--- src/pfi_pkg.sv ---
`default_nettype none

package pfi_pkg;

    // defaults for the top-level parameters
    localparam int CAPACITY_DEF   = 64;
    localparam int COORD_BITS_DEF = 16;

    // fixed field widths on the ports
    localparam int IN_FIELD_W  = 16;
    localparam int IN_TDATA_W  = 32;
    localparam int SIZE_W      = 7;
    localparam int SUM_W       = 32;
    localparam int OUT_TDATA_W = 48;

    // operation a cell performs in the current cycle
    typedef enum logic [1:0] {
        OP_HOLD  = 2'd0,
        OP_EVAL  = 2'd1,
        OP_SHIFT = 2'd2
    } t_cell_op;

    // frontier-wide decision, broadcast to every cell during evaluation
    typedef struct packed {
        logic dom;   // some stored point dominates the new one
        logic same;  // some stored point has the same x
        logic rem;   // some stored point is dominated by the new one
        logic full;  // store holds CAPACITY points
    } t_eval_ctl;

    // per-cell status seen by the top level and the neighbors
    typedef struct packed {
        logic lt;     // live and x below the new x
        logic rem;    // live, x below and y not above the new point
        logic dom;    // live, x not below and y above the new point
        logic same;   // live and x equal to the new x
        logic dead;   // marked for removal by the compaction
        logic above;  // sits above the removed run, moves down with it
    } t_cell_flags;

endpackage

`default_nettype wire

--- src/pfi_cell.sv ---
`default_nettype none

module pfi_cell
    import pfi_pkg::*;
#(
    parameter int COORD_BITS = COORD_BITS_DEF
) (
    input  wire logic                  i_clk,
    input  wire logic                  i_rst_n,
    input  wire t_cell_op              i_op,
    input  wire t_eval_ctl             i_ctl,
    input  wire logic                  i_live,
    input  wire logic [COORD_BITS-1:0] i_px,
    input  wire logic [COORD_BITS-1:0] i_py,
    input  wire logic [COORD_BITS-1:0] i_prev_x,
    input  wire logic [COORD_BITS-1:0] i_prev_y,
    input  wire logic                  i_prev_lt,
    input  wire logic [COORD_BITS-1:0] i_next_x,
    input  wire logic [COORD_BITS-1:0] i_next_y,
    input  wire t_cell_flags           i_next_flags,
    output logic [COORD_BITS-1:0]      o_x,
    output logic [COORD_BITS-1:0]      o_y,
    output t_cell_flags                o_flags
);

    logic [COORD_BITS-1:0] r_x, r_y, n_x, n_y;
    logic                  r_dead, r_above, n_dead, n_above;
    logic                  w_lt, w_ge, w_rem, w_dom, w_same;

    always_comb begin
        w_lt   = i_live && (r_x < i_px);
        w_ge   = i_live && !w_lt;
        w_rem  = w_lt && (r_y <= i_py);
        w_dom  = w_ge && (r_y > i_py);
        w_same = i_live && (r_x == i_px);
    end

    always_comb begin
        n_x     = r_x;
        n_y     = r_y;
        n_dead  = r_dead;
        n_above = r_above;
        case (i_op)
            OP_EVAL: begin
                n_dead  = 1'b0;
                n_above = 1'b0;
                if (i_ctl.dom) begin
                    // store unchanged
                end else if (i_ctl.same) begin
                    if (w_same) begin
                        n_y = i_py;
                    end
                    n_dead  = w_rem;
                    n_above = !w_lt;
                end else if (i_ctl.rem) begin
                    // topmost removed point makes room for the new one
                    if (w_rem && !i_next_flags.rem) begin
                        n_x     = i_px;
                        n_y     = i_py;
                        n_above = 1'b1;
                    end else begin
                        n_dead  = w_rem;
                        n_above = !w_lt;
                    end
                end else if (!i_ctl.full && !w_lt) begin
                    // open a slot: everything from the insert point moves up
                    if (i_prev_lt) begin
                        n_x = i_px;
                        n_y = i_py;
                    end else begin
                        n_x = i_prev_x;
                        n_y = i_prev_y;
                    end
                end
            end
            OP_SHIFT: begin
                if ((r_dead && !i_next_flags.dead) || (r_above && !r_dead)) begin
                    n_x     = i_next_x;
                    n_y     = i_next_y;
                    n_dead  = i_next_flags.dead;
                    n_above = i_next_flags.above;
                end
            end
            default: begin
            end
        endcase
    end

    always_ff @(posedge i_clk) begin
        if (!i_rst_n) begin
            r_dead  <= 1'b0;
            r_above <= 1'b0;
        end else begin
            r_dead  <= n_dead;
            r_above <= n_above;
        end
    end

    always_ff @(posedge i_clk) begin
        r_x <= n_x;
        r_y <= n_y;
    end

    assign o_x = r_x;
    assign o_y = r_y;

    always_comb begin
        o_flags       = '0;
        o_flags.lt    = w_lt;
        o_flags.rem   = w_rem;
        o_flags.dom   = w_dom;
        o_flags.same  = w_same;
        o_flags.dead  = r_dead;
        o_flags.above = r_above;
    end

endmodule

`default_nettype wire

--- config.mk ---
export PLATFORM = sky130hd
export DESIGN_NAME = pfi_cell
export DESIGN_NICKNAME = d
export VERILOG_FILES = /design/src/pfi_pkg.sv /design/src/pfi_cell.sv
export SDC_FILE = /design/constraint.sdc
export NUM_CORES = 1
export LEC_CHECK = 0
export BUFFER_PORTS_ARGS = -buffer_cell sky130_fd_sc_hd__clkbuf_2
export CORE_MARGIN = 1
export CORE_UTILIZATION = 45
export CTS_CLUSTER_DIAMETER = 100
export DETAILED_ROUTE_END_ITERATION = 10
export PLACE_DENSITY = 0.81
export SLEW_MARGIN = 20
export SYNTH_ARGS = -nofsm -noshare
export SYNTH_HDL_FRONTEND = slang
export SYNTH_SLANG_ARGS = --single-unit
--- constraint.sdc ---
create_clock -name i_clk -period 3.9 [get_ports i_clk]
set_input_delay 0.195 -clock i_clk [delete_from_list [all_inputs] [get_ports i_clk]]
set_output_delay 0.195 -clock i_clk [all_outputs]
set_load 0.1 [all_outputs]
After elaboration in Yosys (flattened, before gate mapping)
Cells that the tools add are included.

Flip-flop bits (word level): 34. Input bits: 112. Output and inout bits: 38. Logic and storage cells: 66.

Order comparisons: 3. Equality and inequality tests: 11. Multiplexer cells: 29. Reduce and logical (&&, ||, !) cells: 19.

Operator list (count): $mux 16 (15); $pmux 16 s2 (2); $eq 16x16->1 (1); $gt 16x16->1 (1); $le 16x16->1 (1); $lt 16x16->1 (1); $reduce_and 6->1 (2); $mux 1 (10); $logic_and 1x1->1 (9); $ne 3x3->1 const B (3); $ne 4x4->1 const B (2); $ne 2x2->1 const B (3); $logic_not 1->1 (5); $pmux 1 s2 (2); $eq 2x1->1 const B (1); $eq 2x2->1 const B (1); $reduce_and 2->1 (1); $reduce_bool 2->1 (1); $logic_or 1x1->1 (1).

Depth between registers and ports, before layout
Depth after elaboration: 9. Mapped depth: 8. Depth with buffers taken out: 8.

Least setup slack after synthesis
Ideal clock, no wire load.

Kind: flip-flop to flip-flop. From: reg r_y[14], in the netlist o_y[14]. To: reg r_y[0], in the netlist o_y[0] (enable). Setup time: 0.399 ns. Data arrival time: 3.578 ns. Data required time: 3.501 ns. Setup slack: -0.077 ns. Cell stages (with the launch flop): 8. Path buffers: 0. Clock period less this slack: 3.977 ns. Cell sequence: edfxtp_1 -> ha_1 -> a21oi_1 -> nand2_1 -> a221o_1 -> o31a_1 -> or4b_1 -> a31oi_1.

Longest elaborated chain between the ends: 5.

Ends and longest elaborated chain: from (decl) (line pfi_cell.sv:26) `logic [COORD_BITS-1:0] r_x, r_y, n_x, n_y;`; from (signal assigned) (line pfi_cell.sv:101) `r_y <= n_y;`; $le 16x16->1 (line pfi_cell.sv:33) `w_rem = w_lt && (r_y <= i_py);`; $logic_and 1x1->1 (line pfi_cell.sv:33); $logic_and 1x1->1 (line pfi_cell.sv:57) `if (w_rem && !i_next_flags.rem) begin`; $ne 4x4->1 (no source line); $reduce_and 6->1 (no source line).

No other way between the ends. A chain may end at the register's enable or synchronous reset.

Worst setup path in the final report
From: reg r_y[14], in the netlist o_y[14]. To: reg r_y[1], in the netlist o_y[1] (enable).

Same word-level chain as after synthesis.

==> summary.md <==
| Metric | Value |
|---|---|
| Post-synthesis mux area share | `12.3%` |
| Top-area cell type share of the netlist area | `35.7%` |
| Hold Path Class | `in2reg` |
| Max Slew Vio Count | `0` |
| Worst Tran Pin Value | `1.14 ns` |
| Starting Density | `47.7%` |
| Clk_lat worst skew | `0.28 ns` |
| Global-route usage over all layers | `22.3%` |
| Maximum vdd drop | `164 µV` |
| Root Driver | `clkbuf_8` |
| Sink Count | `34` |
| Most common cell in the synthesized netlist | `nand2_1` |
| Core Box Area | `5640 µm²` |
| Avg WL per Cell | `13.3 µm` |
| Final WL | `6.80 mm` |
| Synth Cell Area | `around 2700 µm²` |
| Slew Limit Headroom | `23.6%` |
| Most used flip-flop cell after synthesis | `edfxtp_1` |
| Simple-Gate Fraction of Synth Area | `13.6%` |
| Tmin final | `3.01 ns` |
| Yosys warns | `0` |
| Post-route ant nets | `0` |
| Max FO, Critical Path | `16` |
| Initial DRC Count | `81` |
| Tot Pwr | `0.00112 W` |
| Global route overflow | `0` |
| DRC | `0` |
| # fillers | `a little under 500` |
| Row cnt | `27` |
| CTS tree | `built` |
| Cell area power density | `~310 nW/µm²` |
| Initial antenna violation count | `0` |
| Adder-Cell Fraction of Synth Area | `~15%` |
| CP arrival | `a little under 3 ns` |
| Startpoint types | `register` |
| Worst endpoint required time | `3.87 ns` |
| Largest net degree at the start of global routing | `70` |
| Hpwl dp | `5.57 mm` |
| Number of synthesized flops with an enable pin | `32` |
| Synth async-reset ratio | `0%` |
| GPL Wtd Cong | `0.816` |
| Area of placed instances | `3480 µm²` |
| Design area | `~3600 µm²` |
| Max clock buf depth | `2` |
| CP Capture Type | `register` |
| RSZ-0062 raised after global routing | `no` |
| Final setup skew | `~0.0059 ns` |
| Max Fclk | `0.333 GHz` |
| Pre-CTS setup slack | `0.895 ns` |
| H-tree depth | `2` |
| Synth Area in Compound Gates | `roughly 14%` |
| XOR/XNOR share of the synthesized area | `0%` |
| Vias | `about 2600` |
| Maxcap violations | `0` |
| Largest family of logic cells by synthesized area | `adder cells` |
| Post_cts resized | `0` |
| Die Wd | `about 80 µm` |
| Final worst setup slack | `0.894 ns` |
| Setup Buffers After CTS | `0` |
| Vias per cell | `5.17` |
| IO Port Bufs | `146` |
| Commonest cells post-synth | `nand2_1 (43), o21ai_0 (40), inv_1 (36)` |
| Seq/Total Area, Yosys | `37.2%` |
| Syn avg cell area | `around 9.1 µm²` |
| CTS Buf Count | `5` |
| Final Hold Fails | `0` |
| Final period utilization | `77.1%` |
| Die Y | `just under 80 µm` |
| Final TNS setup | `0 ns` |
| Number of global-route vias before repair | `2507` |
| Reg clk slew, reported paths | `0.07 ns` |
| Global-route wire length before repair | `between 10 and 15 mm` |
| Diode count | `0` |
| Static Leakage | `~1.8 nW` |
| Area leader, netlist | `edfxtp_1` |
| Die ar. | `6290 µm²` |
| FF+latch count, synth | `34` |
| Hold slack final | `0.166 ns` |
| Setup Crit Path Kind | `reg2reg` |
| CTS Hold Bufs | `0` |
| Nets | `581` |
| Finish-stage setup viols | `0` |
| Synth Net Count | `440` |
| TritonRoute pass-1 iters | `4` |
| Area growth syn-to-layout | `32.7%` |
| Top cells by area, synth | `edfxtp_1 (36%), ha_1 (15%), mux2i_1 (12%)` |
| Io pins | `150` |
| Synth unique cells | `35` |
| Syn Inst Count | `296` |
| Status | `complete, no violations` |
| Layout cells sized above 1 | `37.2%` |
==> state kept, by name, summed over array words and instances, names as in the netlist <==
signal,cells
r_above,1
o_y,16
o_x,16
r_dead,1
==> worst max-delay path, cell delays in order (launching register included) <==
cell and delay [ns]:
edfxtp_1 0.40, ha_1 0.32, a21oi_1 0.16, nand2_1 0.07
a221o_1 0.36, o31a_1 0.36, or4b_1 0.55, a31oi_2 0.21
buf_4 0.27
==> worst paths after layout <==
path / start / end / slack, ns / depth (start not counted)
setup / recovery: o_y[14] / o_y[1] / 0.89 / 8
hold / removal: i_rst_n / r_dead / 0.17 / 2
setup reg to reg: o_y[14] / o_y[1] / 0.89 / 8
hold reg to reg: r_dead / r_dead / 0.59 / 1
==> layout make-up <==
class,count,area [µm²],share of cell area (%)
well taps,72,90.1,2.52
flip-flops and latches,34,1000,28.0
multi-input cells,211,1500,42.0
clock inverters,1,5.00,0.140
inverters,36,135,3.79
repair buffers,149,753,21.1
clock buffers,7,86.3,2.42
==> power breakdown <==
group / switching, W / internal [W] / leakage (nW)
registers: 0.0000118 / 0.000429 / 0.313
clock network: 0.000130 / 0.000143 / 0.0482
logic: 0.000286 / 0.000119 / 1.42
total: 0.000428 / 0.000690 / 1.78
==> routing by layer <==
| metal | global-route usage (%) | part of all wire [%] | vias to the layer above | wire (µm) |
|---|---|---|---|---|
| met5 | 0 | 0 | - | 0 |
| met4 | 6.91 | 1.2 | 0 | 81 |
| met3 | 4.25 | 5.6 | 8 | 384 |
| met2 | 39.2 | 50 | 96 | 3380 |
| met1 | 27.2 | 43 | 1201 | 2960 |
| li1 | - | - | 1332 | - |
==> metrics by stage <==
step                std cells  util, %
finish                    510     63.3
global route              510     63.3
CTS                       510     63.3
detailed placement        502     61.7
global placement          502     61.7
floorplan                 296        -
==> cells by family after synthesis <==
group	Yosys count
AO/OA/AOI/OAI	68
adder cells (fa/ha/maj)	32
buffers and inverters	51
flip-flops	34
multiplexers	33
AND/OR/NAND/NOR	78
==> cell usage in the layout, fill, tap and decap left out, drive strengths merged, types with 2 or more instances in the layout <==
master  Yosys  final
a21boi      2      2
a21oi      17     17
and3        2      2
buf         8      3
clkbuf      7    153
dfxtp       2      2
edfxtp     32     32
ha         32     32
inv        36     36
mux2i      32     32
nand2      43     43
nand3       3      3
nand4       7      7
nor2        8      8
nor2b       3      3
nor3        4      4
o211ai      3      3
o21ai      40     40
Power figures use the tool's default switching activity.
